## src/hw/rtl/dmf_pkg.sv

```systemverilog
// ----------------------------------------------------------------------------
// dmf_pkg
// Shared types and constants for the duplicate message filter: field widths,
// controller states and the command/status bundles between its two halves.
// ----------------------------------------------------------------------------
`default_nettype none

package dmf_pkg;

    localparam int SRC_W               = 32;
    localparam int SEQ_W               = 16;
    localparam int ENTRY_W             = SRC_W + SEQ_W;
    localparam int DEFAULT_CACHE_DEPTH = 32;

    typedef enum logic [1:0] {
        ST_IDLE,
        ST_SCAN,
        ST_FLUSH,
        ST_RESOLVE
    } state_t;

    // Commands from the controller to the datapath.
    typedef struct packed {
        logic load_key;    // capture the incoming pair, restart the scan
        logic issue_read;  // read the store entry under the scan address
        logic commit;      // load the result register, store the pair on a miss
    } cmd_t;

    // Status from the datapath to the controller.
    typedef struct packed {
        logic store_empty; // no entry has been written since reset
        logic last_addr;   // scan address points at the last filled entry
        logic out_free;    // result register can take a new result this cycle
    } sts_t;

endpackage

`default_nettype wire

```

## src/hw/rtl/dmf_datapath.sv

```systemverilog
// ----------------------------------------------------------------------------
// dmf_datapath
// Entry store, sequential compare against the held key, round-robin fill
// pointer, fill count and the registered result stage.
// ----------------------------------------------------------------------------
`default_nettype none

module dmf_datapath #(
    parameter int CACHE_DEPTH = dmf_pkg::DEFAULT_CACHE_DEPTH
) (
    input  wire logic                     aclk,
    input  wire logic                     aresetn,
    input  wire dmf_pkg::cmd_t            cmd,
    output dmf_pkg::sts_t                 sts,
    input  wire logic [dmf_pkg::SRC_W-1:0] s_source_address,
    input  wire logic [dmf_pkg::SEQ_W-1:0] s_sequence_number,
    output logic                          m_valid,
    input  wire logic                     m_ready,
    output logic                          m_is_duplicate
);

    localparam int PTR_W = (CACHE_DEPTH > 1) ? $clog2(CACHE_DEPTH) : 1;
    localparam int CNT_W = $clog2(CACHE_DEPTH + 1);
    localparam logic [PTR_W-1:0] LAST_SLOT = PTR_W'(CACHE_DEPTH - 1);
    localparam logic [CNT_W-1:0] FULL_CNT  = CNT_W'(CACHE_DEPTH);

    logic [dmf_pkg::ENTRY_W-1:0] mem [CACHE_DEPTH];

    logic [dmf_pkg::ENTRY_W-1:0] key_reg;
    logic [dmf_pkg::ENTRY_W-1:0] rd_data_reg;
    logic                        rd_vld_reg;
    logic [PTR_W-1:0]            rd_addr_reg, rd_addr_next;
    logic                        hit_reg, hit_next;
    logic [PTR_W-1:0]            wr_ptr_reg, wr_ptr_next;
    logic [CNT_W-1:0]            fill_cnt_reg, fill_cnt_next;
    logic                        m_valid_reg, m_valid_next;
    logic                        m_dup_reg;
    logic                        store_miss;

    assign store_miss = cmd.commit && !hit_reg;

    // Store: one write port, one registered read port.
    always_ff @(posedge aclk) begin
        if (store_miss) begin
            mem[wr_ptr_reg] <= key_reg;
        end
        if (cmd.issue_read) begin
            rd_data_reg <= mem[rd_addr_reg];
        end
        if (cmd.load_key) begin
            key_reg <= {s_source_address, s_sequence_number};
        end
        if (cmd.commit) begin
            m_dup_reg <= hit_reg;
        end
    end

    always_comb begin
        rd_addr_next  = rd_addr_reg;
        hit_next      = hit_reg;
        wr_ptr_next   = wr_ptr_reg;
        fill_cnt_next = fill_cnt_reg;
        m_valid_next  = m_valid_reg;
        if (cmd.load_key) begin
            rd_addr_next = '0;
            hit_next     = 1'b0;
        end else begin
            if (cmd.issue_read) begin
                rd_addr_next = rd_addr_reg + PTR_W'(1);
            end
            if (rd_vld_reg && (rd_data_reg == key_reg)) begin
                hit_next = 1'b1;
            end
        end
        if (store_miss) begin
            wr_ptr_next = (wr_ptr_reg == LAST_SLOT) ? '0 : wr_ptr_reg + PTR_W'(1);
            if (fill_cnt_reg != FULL_CNT) begin
                fill_cnt_next = fill_cnt_reg + CNT_W'(1);
            end
        end
        if (cmd.commit) begin
            m_valid_next = 1'b1;
        end else if (m_ready) begin
            m_valid_next = 1'b0;
        end
    end

    always_ff @(posedge aclk) begin
        if (!aresetn) begin
            rd_vld_reg   <= 1'b0;
            rd_addr_reg  <= '0;
            hit_reg      <= 1'b0;
            wr_ptr_reg   <= '0;
            fill_cnt_reg <= '0;
            m_valid_reg  <= 1'b0;
        end else begin
            rd_vld_reg   <= cmd.issue_read;
            rd_addr_reg  <= rd_addr_next;
            hit_reg      <= hit_next;
            wr_ptr_reg   <= wr_ptr_next;
            fill_cnt_reg <= fill_cnt_next;
            m_valid_reg  <= m_valid_next;
        end
    end

    assign sts.store_empty = (fill_cnt_reg == '0);
    assign sts.last_addr   = ((CNT_W'(rd_addr_reg) + CNT_W'(1)) == fill_cnt_reg);
    assign sts.out_free    = !m_valid_reg || m_ready;

    assign m_valid        = m_valid_reg;
    assign m_is_duplicate = m_dup_reg;

    // The fill count never passes the store depth.
    a_fill_bound: assert property (@(posedge aclk) disable iff (!aresetn)
        fill_cnt_reg <= FULL_CNT)
        else $error("fill count above store depth");

    // Until the store is full, the fill pointer sits right after the last entry.
    a_ptr_tracks_fill: assert property (@(posedge aclk) disable iff (!aresetn)
        (fill_cnt_reg != FULL_CNT) |-> (CNT_W'(wr_ptr_reg) == fill_cnt_reg))
        else $error("fill pointer out of step with fill count");

    // A result is never loaded over one that is still waiting.
    a_no_overwrite: assert property (@(posedge aclk) disable iff (!aresetn)
        cmd.commit |-> (!m_valid_reg || m_ready))
        else $error("result register overwritten");

    // A miss grows the store by one entry until it is full.
    a_miss_grows: assert property (@(posedge aclk) disable iff (!aresetn)
        (store_miss && (fill_cnt_reg != FULL_CNT)) |=>
            (fill_cnt_reg == $past(fill_cnt_reg) + CNT_W'(1)))
        else $error("miss did not add an entry");

endmodule

`default_nettype wire

```

## src/hw/rtl/dmf_ctrl.sv

```systemverilog
// ----------------------------------------------------------------------------
// dmf_ctrl
// Controller: accepts one pair, walks the filled entries, then commits the
// verdict into the result register.
// ----------------------------------------------------------------------------
`default_nettype none

module dmf_ctrl (
    input  wire logic          aclk,
    input  wire logic          aresetn,
    input  wire logic          s_valid,
    output logic               s_ready,
    output dmf_pkg::cmd_t      cmd,
    input  wire dmf_pkg::sts_t sts
);

    dmf_pkg::state_t state_reg, state_next;

    always_comb begin
        state_next = state_reg;
        unique case (state_reg)
            dmf_pkg::ST_IDLE: begin
                if (s_valid) begin
                    state_next = sts.store_empty ? dmf_pkg::ST_RESOLVE : dmf_pkg::ST_SCAN;
                end
            end
            dmf_pkg::ST_SCAN: begin
                if (sts.last_addr) begin
                    state_next = dmf_pkg::ST_FLUSH;
                end
            end
            dmf_pkg::ST_FLUSH: begin
                state_next = dmf_pkg::ST_RESOLVE;
            end
            dmf_pkg::ST_RESOLVE: begin
                if (sts.out_free) begin
                    state_next = dmf_pkg::ST_IDLE;
                end
            end
            default: begin
                state_next = dmf_pkg::ST_IDLE;
            end
        endcase
    end

    always_comb begin
        s_ready        = 1'b0;
        cmd.load_key   = 1'b0;
        cmd.issue_read = 1'b0;
        cmd.commit     = 1'b0;
        unique case (state_reg)
            dmf_pkg::ST_IDLE: begin
                s_ready      = 1'b1;
                cmd.load_key = s_valid;
            end
            dmf_pkg::ST_SCAN: begin
                cmd.issue_read = 1'b1;
            end
            dmf_pkg::ST_FLUSH: begin
            end
            dmf_pkg::ST_RESOLVE: begin
                cmd.commit = sts.out_free;
            end
            default: begin
            end
        endcase
    end

    always_ff @(posedge aclk) begin
        if (!aresetn) begin
            state_reg <= dmf_pkg::ST_IDLE;
        end else begin
            state_reg <= state_next;
        end
    end

endmodule

`default_nettype wire

```

## src/hw/rtl/duplicate_message_filter_core.sv

```systemverilog
// ----------------------------------------------------------------------------
// duplicate_message_filter_core
// Flags (source, sequence) pairs already seen among the last CACHE_DEPTH new
// pairs; new pairs are stored round-robin over the oldest entry.
// ----------------------------------------------------------------------------
// Usage:
// The s_ channel carries one message per transfer: a 32-bit source address
// and a 16-bit sequence number. The m_ channel returns exactly one result per
// message, in order: m_is_duplicate is 1 when the pair is already held, and
// 0 when it was new and has just been stored.
// One message is processed at a time. After a transfer is taken, the
// controller reads the N entries filled so far, one per cycle from the
// single read port of the entry store, then makes a final compare of the
// last entry read and commits the verdict into the result register; the
// next input is taken only after that commit. While the store is empty the
// scan is skipped and the verdict is committed directly.
// N grows by one per new pair until it reaches CACHE_DEPTH, so the read port
// sets the rate.
// The result sits in an output register. When the receiver stalls, the block
// still takes one more input and scans it, then holds that verdict until the
// waiting result has been taken, and takes no further input meanwhile.
// Reset clears the fill count and pointer, so the store reads as empty at
// once; no clearing pass is needed.
// ----------------------------------------------------------------------------
`default_nettype none

module duplicate_message_filter_core #(
    parameter int CACHE_DEPTH = dmf_pkg::DEFAULT_CACHE_DEPTH
) (
    input  wire logic                      aclk,
    input  wire logic                      aresetn,
    input  wire logic                      s_valid,
    output logic                           s_ready,
    input  wire logic [dmf_pkg::SRC_W-1:0] s_source_address,
    input  wire logic [dmf_pkg::SEQ_W-1:0] s_sequence_number,
    output logic                           m_valid,
    input  wire logic                      m_ready,
    output logic                           m_is_duplicate
);

    // Command and status bundles between the controller and the datapath.
    dmf_pkg::cmd_t cmd;
    dmf_pkg::sts_t sts;

    // The controller sequences accept, scan, final compare and commit.
    dmf_ctrl u_ctrl (
        .aclk    (aclk),
        .aresetn (aresetn),
        .s_valid (s_valid),
        .s_ready (s_ready),
        .cmd     (cmd),
        .sts     (sts)
    );

    // The datapath holds the entry store, the key and the result register.
    dmf_datapath #(
        .CACHE_DEPTH (CACHE_DEPTH)
    ) u_datapath (
        .aclk              (aclk),
        .aresetn           (aresetn),
        .cmd               (cmd),
        .sts               (sts),
        .s_source_address  (s_source_address),
        .s_sequence_number (s_sequence_number),
        .m_valid           (m_valid),
        .m_ready           (m_ready),
        .m_is_duplicate    (m_is_duplicate)
    );

endmodule

`default_nettype wire
```

## config.mk

```make
export PLATFORM = sky130hd
export DESIGN_NAME = duplicate_message_filter_core
export DESIGN_NICKNAME = d
export VERILOG_FILES = /design/src/hw/rtl/dmf_pkg.sv /design/src/hw/rtl/dmf_datapath.sv /design/src/hw/rtl/dmf_ctrl.sv /design/src/hw/rtl/duplicate_message_filter_core.sv
export SDC_FILE = /design/constraint.sdc
export NUM_CORES = 1
export LEC_CHECK = 0
export ABC_AREA = 0
export BUFFER_PORTS_ARGS = -buffer_cell sky130_fd_sc_hd__buf_2
export CORE_UTILIZATION = 62
export DETAILED_ROUTE_END_ITERATION = 10
export GPL_ROUTABILITY_DRIVEN = 0
export PLACE_DENSITY = 0.77
export SYNTH_ARGS = -nofsm -noshare
export SYNTH_HDL_FRONTEND = slang
export SYNTH_HIERARCHICAL = 1
export SYNTH_SLANG_ARGS = --single-unit
```

## constraint.sdc

```tcl
create_clock -name aclk -period 16.1 [get_ports aclk]
set_input_delay 0.805 -clock aclk [delete_from_list [all_inputs] [get_ports aclk]]
set_output_delay 0.805 -clock aclk [all_outputs]
set_load 0.05 [all_outputs]
```

### Word-level counts from Yosys, hierarchy flattened

Memories as Yosys holds them, arrays and structs flattened. A register that Yosys moved wholly into a read port is not among the register bits.
Index checks and enable logic that the tools add are counted.

| word-level totals | value |
|---|---|
| register bits after elaboration | 70 |
| memory bits (writable) | 1536 |
| bits of input ports | 52 |
| output and inout bits | 3 |
| logic and storage cells | 50 |
| memories | 1 |

Memories:

| memory | depth | width | rd ports | clocked after memory_dff | wr ports | RTL line | RTL |
|---|---|---|---|---|---|---|---|
| u_datapath.mem | 32 | 48 | 1 | 1 | 1 | dmf_datapath.sv:27 | `logic [dmf_pkg::ENTRY_W-1:0] mem [CACHE_DEPTH];` |

| operators by class | value |
|---|---|
| add/subtract/negate cells | 4 |
| eq/ne operators | 10 |
| multiplexer cells | 14 |
| bitwise gates (word level) | 1 |
| reductions and logical operators | 11 |

Operator list:

| cell | count |
|---|---|
| equality test 48 bit | 1 |
| adder 5 x 1 -> 5 bit, second input constant | 2 |
| two-way mux 1 bit | 8 |
| two-way mux 2 bit | 4 |
| case mux 2 bit (4 select lines) | 1 |
| adder 5 x 1 -> 6 bit, second input constant | 1 |
| adder 6 x 1 -> 6 bit, second input constant | 1 |
| equality test 6 bit | 1 |
| logical NOT 6 bit | 1 |
| != test 6 bit, second input constant | 1 |
| equality test 5 bit, second input constant | 1 |
| two-way mux 5 bit | 1 |
| equality test 2 bit, second input constant | 2 |
| != test 2 bit, second input constant | 2 |
| AND reduction 3 bit | 1 |
| equality test 2 x 1 -> 1 bit, second input constant | 1 |
| logical AND 1 bit | 2 |
| logical NOT 1 bit | 2 |
| logical NOT 2 bit | 1 |
| != test 2 x 1 -> 1 bit, second input constant | 1 |
| AND reduction 2 bit | 1 |
| nonzero test 2 bit | 1 |
| OR reduction 2 bit | 1 |
| logical OR 1 bit | 1 |
| inverter 1 bit | 1 |

### Depth between registers and ports, before layout

| logic depth | value |
|---|---|
| depth after elaboration | 6 |
| depth in mapped cells | 12 |

### Hierarchy

The synthesis kept the hierarchy.

Modules (own cells, without submodules):

| module | instances | cells an instance | area an instance (sq um) | sequential area each (sq um) |
|---|---|---|---|---|
| dmf_datapath | 1 | 2679 | 62647.6 | 49417.4 |
| dmf_ctrl | 1 | 21 | 187.7 | 40.0 |

### Worst setup path after synthesis

Ideal clock, no wire load.

| timing path | value |
|---|---|
| kind | input-to-reg |
| from | input m_ready |
| to | memory u_datapath/mem[15][0] (netlist bit), enable pin |
| arrival time | 5.315 ns |
| required time | 15.577 ns |
| slack | 10.262 ns |
| cell stages on the path | 6 |
| path buffers | 1 |
| cell sequence | nand2b_1 > and2_1 > nor2b_1 > clkbuf_1 > nand3_1 > nor3b_1 |

RTL lines:

| what | RTL line | RTL |
|---|---|---|
| start: declaration | duplicate_message_filter_core.sv:37 | `input wire logic m_ready,` |
| end: declaration | dmf_datapath.sv:27 |  |

==> impl_metrics.toml <==
[synth]
synthArstFlopShare_pct = 0
syn_avg_cell_area_sq_um = 23.3
yosys.area_share.adder_pct = 0.239
syn_area_sq_um = 62800
yosys.area.top_type_share_pct = 78.0
mappedNetlistNets = 2764
synth-compound-area-share_pct = 2.57
synth_edf_count = 1633
synthSimpleGateAreaFrac_pct = 0.956
mapped_cells = 2700
synth.mux.area_fraction_pct = 15.4
post-synth-top-area-cell = "edfxtp_1"
synth-seq-area-share_pct = 78.7
synth_warnings = 6
synth_seq_cells = 1654
ys_dominant_reg_cell = "edfxtp_1"
netlist-cell-type-count = 46
largest_cells_by_area_after_synthesis = "edfxtp_1 78%, mux4_2 14%, mux2i_1 1.6%"
combinational_family_with_the_most_area_after_synthesis = "multiplexers"
xor_and_xnor_fraction_of_the_mapped_netlist_area_pct = 0.836

[critical_path]
critical_path_arrival_ns = 5.54
worst-endpoint-required_ns = 16.59
worstSetupEndpointType = "flop"
timing.critical_path.from_type = "flop"
ff2ff_path_depth = 7
max_fanout_on_critical_path = 68
setup.worst_path.class = "reg -> reg"

[detailed_routing]
met3_length_um = 15700
top_layer_used = "met4"
detailed_routed_wire_length_on_met2_um = 72500
routed_wirelength_um = 148000
drtAntennaViolNets = 0
drt_first_iter_violations = 3766
num_vias = 30200
post-route-drc-count = 0
wire_per_inst_um = 34.1
met1Wirelength_um = 53700
via_per_inst = 6.93
first_pass_iters = 5

[clock_network]
cts_resized = 0
clock_tree_from_tritoncts = "built"
tritoncts.num_buffers = 159
clkSinkCount = 1654
max-clock-path-buffers = 3
cts-hold-fix-buffers = 0
clockRootBuffer = "clkbuf_16"
worst_setup_hold_path_clk_slew_ns = 0.06
worst_skew_pair.late_latency_ns = 0.77
post-cts-setup-buffers = 0
cts-htree-levels = 4

[run_status]
outcome = "finished clean"

[global_route]
grt_overflow_total = 0
first_pass_grt_wire_length_um = 214000
antenna_found_initial = 1
grt.total_usage_pct = 29.7
grt_pass1_vias = 30500
grt_max_degree = 108

[sta]
finalCriticalPeriod_ns = 5.05
final.hold.worst_slack_ns = 0.212
worst_margin_pin_slew_ns = 1.27
worst_clock_skew_ns = 0.0269
setup_repair_after_global_routing_missed_its_margin = "no"
timing.setup.tns_ns = 0
layout_worst_path_cycle_share_pct = 31.4
drv_slew = 0
worst_slew_margin_rel_pct = 15.5
setup_viol_count_final = 0
upper_clock_frequency_limit_mhz = 198
final_hold_viol_count = 0

[finish]
final_cell_mix = "1633 x edfxtp_1, 384 x mux4_2, 164 x clkbuf_16"
mostFrequentLayoutCell = "edfxtp_1"
final_net_count = 2936
fillCellCount = 5656
syn_to_final_growth_pct = 11.4
largest_reg_flops = 1536
layout-drive-gt1-share_pct = 26.9

[min_path]
min_delay_path_depth = 1
worst_hold_path_type = "in -> reg"

[run]
max-cap-violations = 0

[floorplanning]
initial_core_util_pct = 62.7
number_of_i_o_pins = 55
rows = 116
die_w_um = 320
core_area_sq_um = 100000
die_height_um = 320
die_area_sq_um = 103000

[pwr]
cellLeakagePower_nw = 21.1
power.density_nw_per_um2 = 142
irDropWorstVdd_v = 0.000123

[placement]
dp.final_hpwl_um = 74000
numPortBuffers = 54
==> Yosys cell counts (3+ instances only) <==
master,n
inv_1,12
xor2_1,19
xnor2_1,41
a22oi_1,48
a21boi_0,5
clkbuf_1,59
nor2b_1,8
mux2i_1,99
o21ai_0,5
buf_6,17
and2_1,8
a21oi_1,52
nand3_1,3
nand4_1,13
nand2_1,17
nor4_1,5
nand2b_1,4
nor2_1,36
nor3_1,8
a211oi_1,4
buf_1,3
a22o_1,48
edfxtp_1,1633
dfxtp_1,21
a221oi_1,48
buf_2,49
buf_4,16
ha_1,12
mux4_2,384
==> routing by layer <==
layer	vias up	track usage, %
met5	-	0
met4	0	13.0
met3	338	6.21
met2	1989	47.3
met1	16000	40.3
li1	11900	-
==> worst max-delay path, stage by stage, from the launching register on <==
cell     delay [ns]
dfxtp_4        0.79
buf_4          0.76
buf_4          0.93
buf_4          0.92
mux4_2         0.44
mux2i_1        0.33
a22o_1         0.27
a21oi_1        0.06
==> through the flow <==
stage | power (W) | cells | setup slack, ns | instance area (sq um) | util, %
final | 0.00996 | 4352 | 11.05 | 70000 | 69.8
after global routing | 0.0102 | 4351 | 10.93 | 70000 | 69.8
after CTS | 0.0100 | 4351 | 11.17 | 70000 | 69.8
after detailed placement | 0.00648 | 4068 | 11.14 | 65100 | 64.9
after global placement | 0.00643 | 4068 | 11.20 | 65100 | 64.9
after floorplan | 0.00610 | 2700 | 10.26 | 62800 | -
==> area by class of cell <==
type	count	area, sq um	share of cell area, %
sequential	1654	49500	70.7
clock buffer	199	4240	6.05
multi-input combinational	889	12800	18.3
tap	1357	1700	2.42
timing repair buffer	155	1070	1.52
clock inverter	84	686	0.979
inverter	13	48.8	0.0697
antenna	1	2.50	0.00357
==> where the power goes <==
part / internal [W] / total (W) / switching (W)
Combinational: 0.000526 / 0.00129 / 0.000761
Clock: 0.00202 / 0.00356 / 0.00154
Sequential: 0.00504 / 0.00511 / 0.0000663
Total: 0.00759 / 0.00996 / 0.00237
==> worst paths after layout <==
path / startpoint / to / slack (ns)
setup / recovery: u_datapath/rd_addr_reg[1]$_SDFFE_PP0P_ / u_datapath/rd_data_reg[15]$_DFFE_PP_ / 11.05
hold / removal: s_source_address[27] / u_datapath/key_reg[43]$_DFFE_PP_ / 0.21
setup reg to reg: u_datapath/rd_addr_reg[1]$_SDFFE_PP0P_ / u_datapath/rd_data_reg[15]$_DFFE_PP_ / 11.05
hold reg to reg: u_ctrl/state_reg[1]$_SDFFE_PN0P_ / u_ctrl/state_reg[1]$_SDFFE_PN0P_ / 0.55
==> cells by family (layout without fill, tap and decap cells) <==
kind of cell	count (synthesis)	count (layout)
flip-flops	1654	1654
multiplexers	484	484
AO/OA/AOI/OAI	217	217
buffers and inverters	157	451
AND/OR/NAND/NOR	116	116
XOR/XNOR	60	60
adder cells (fa/ha/maj)	12	12
other	0	1
Power figures use the tool's default switching activity.
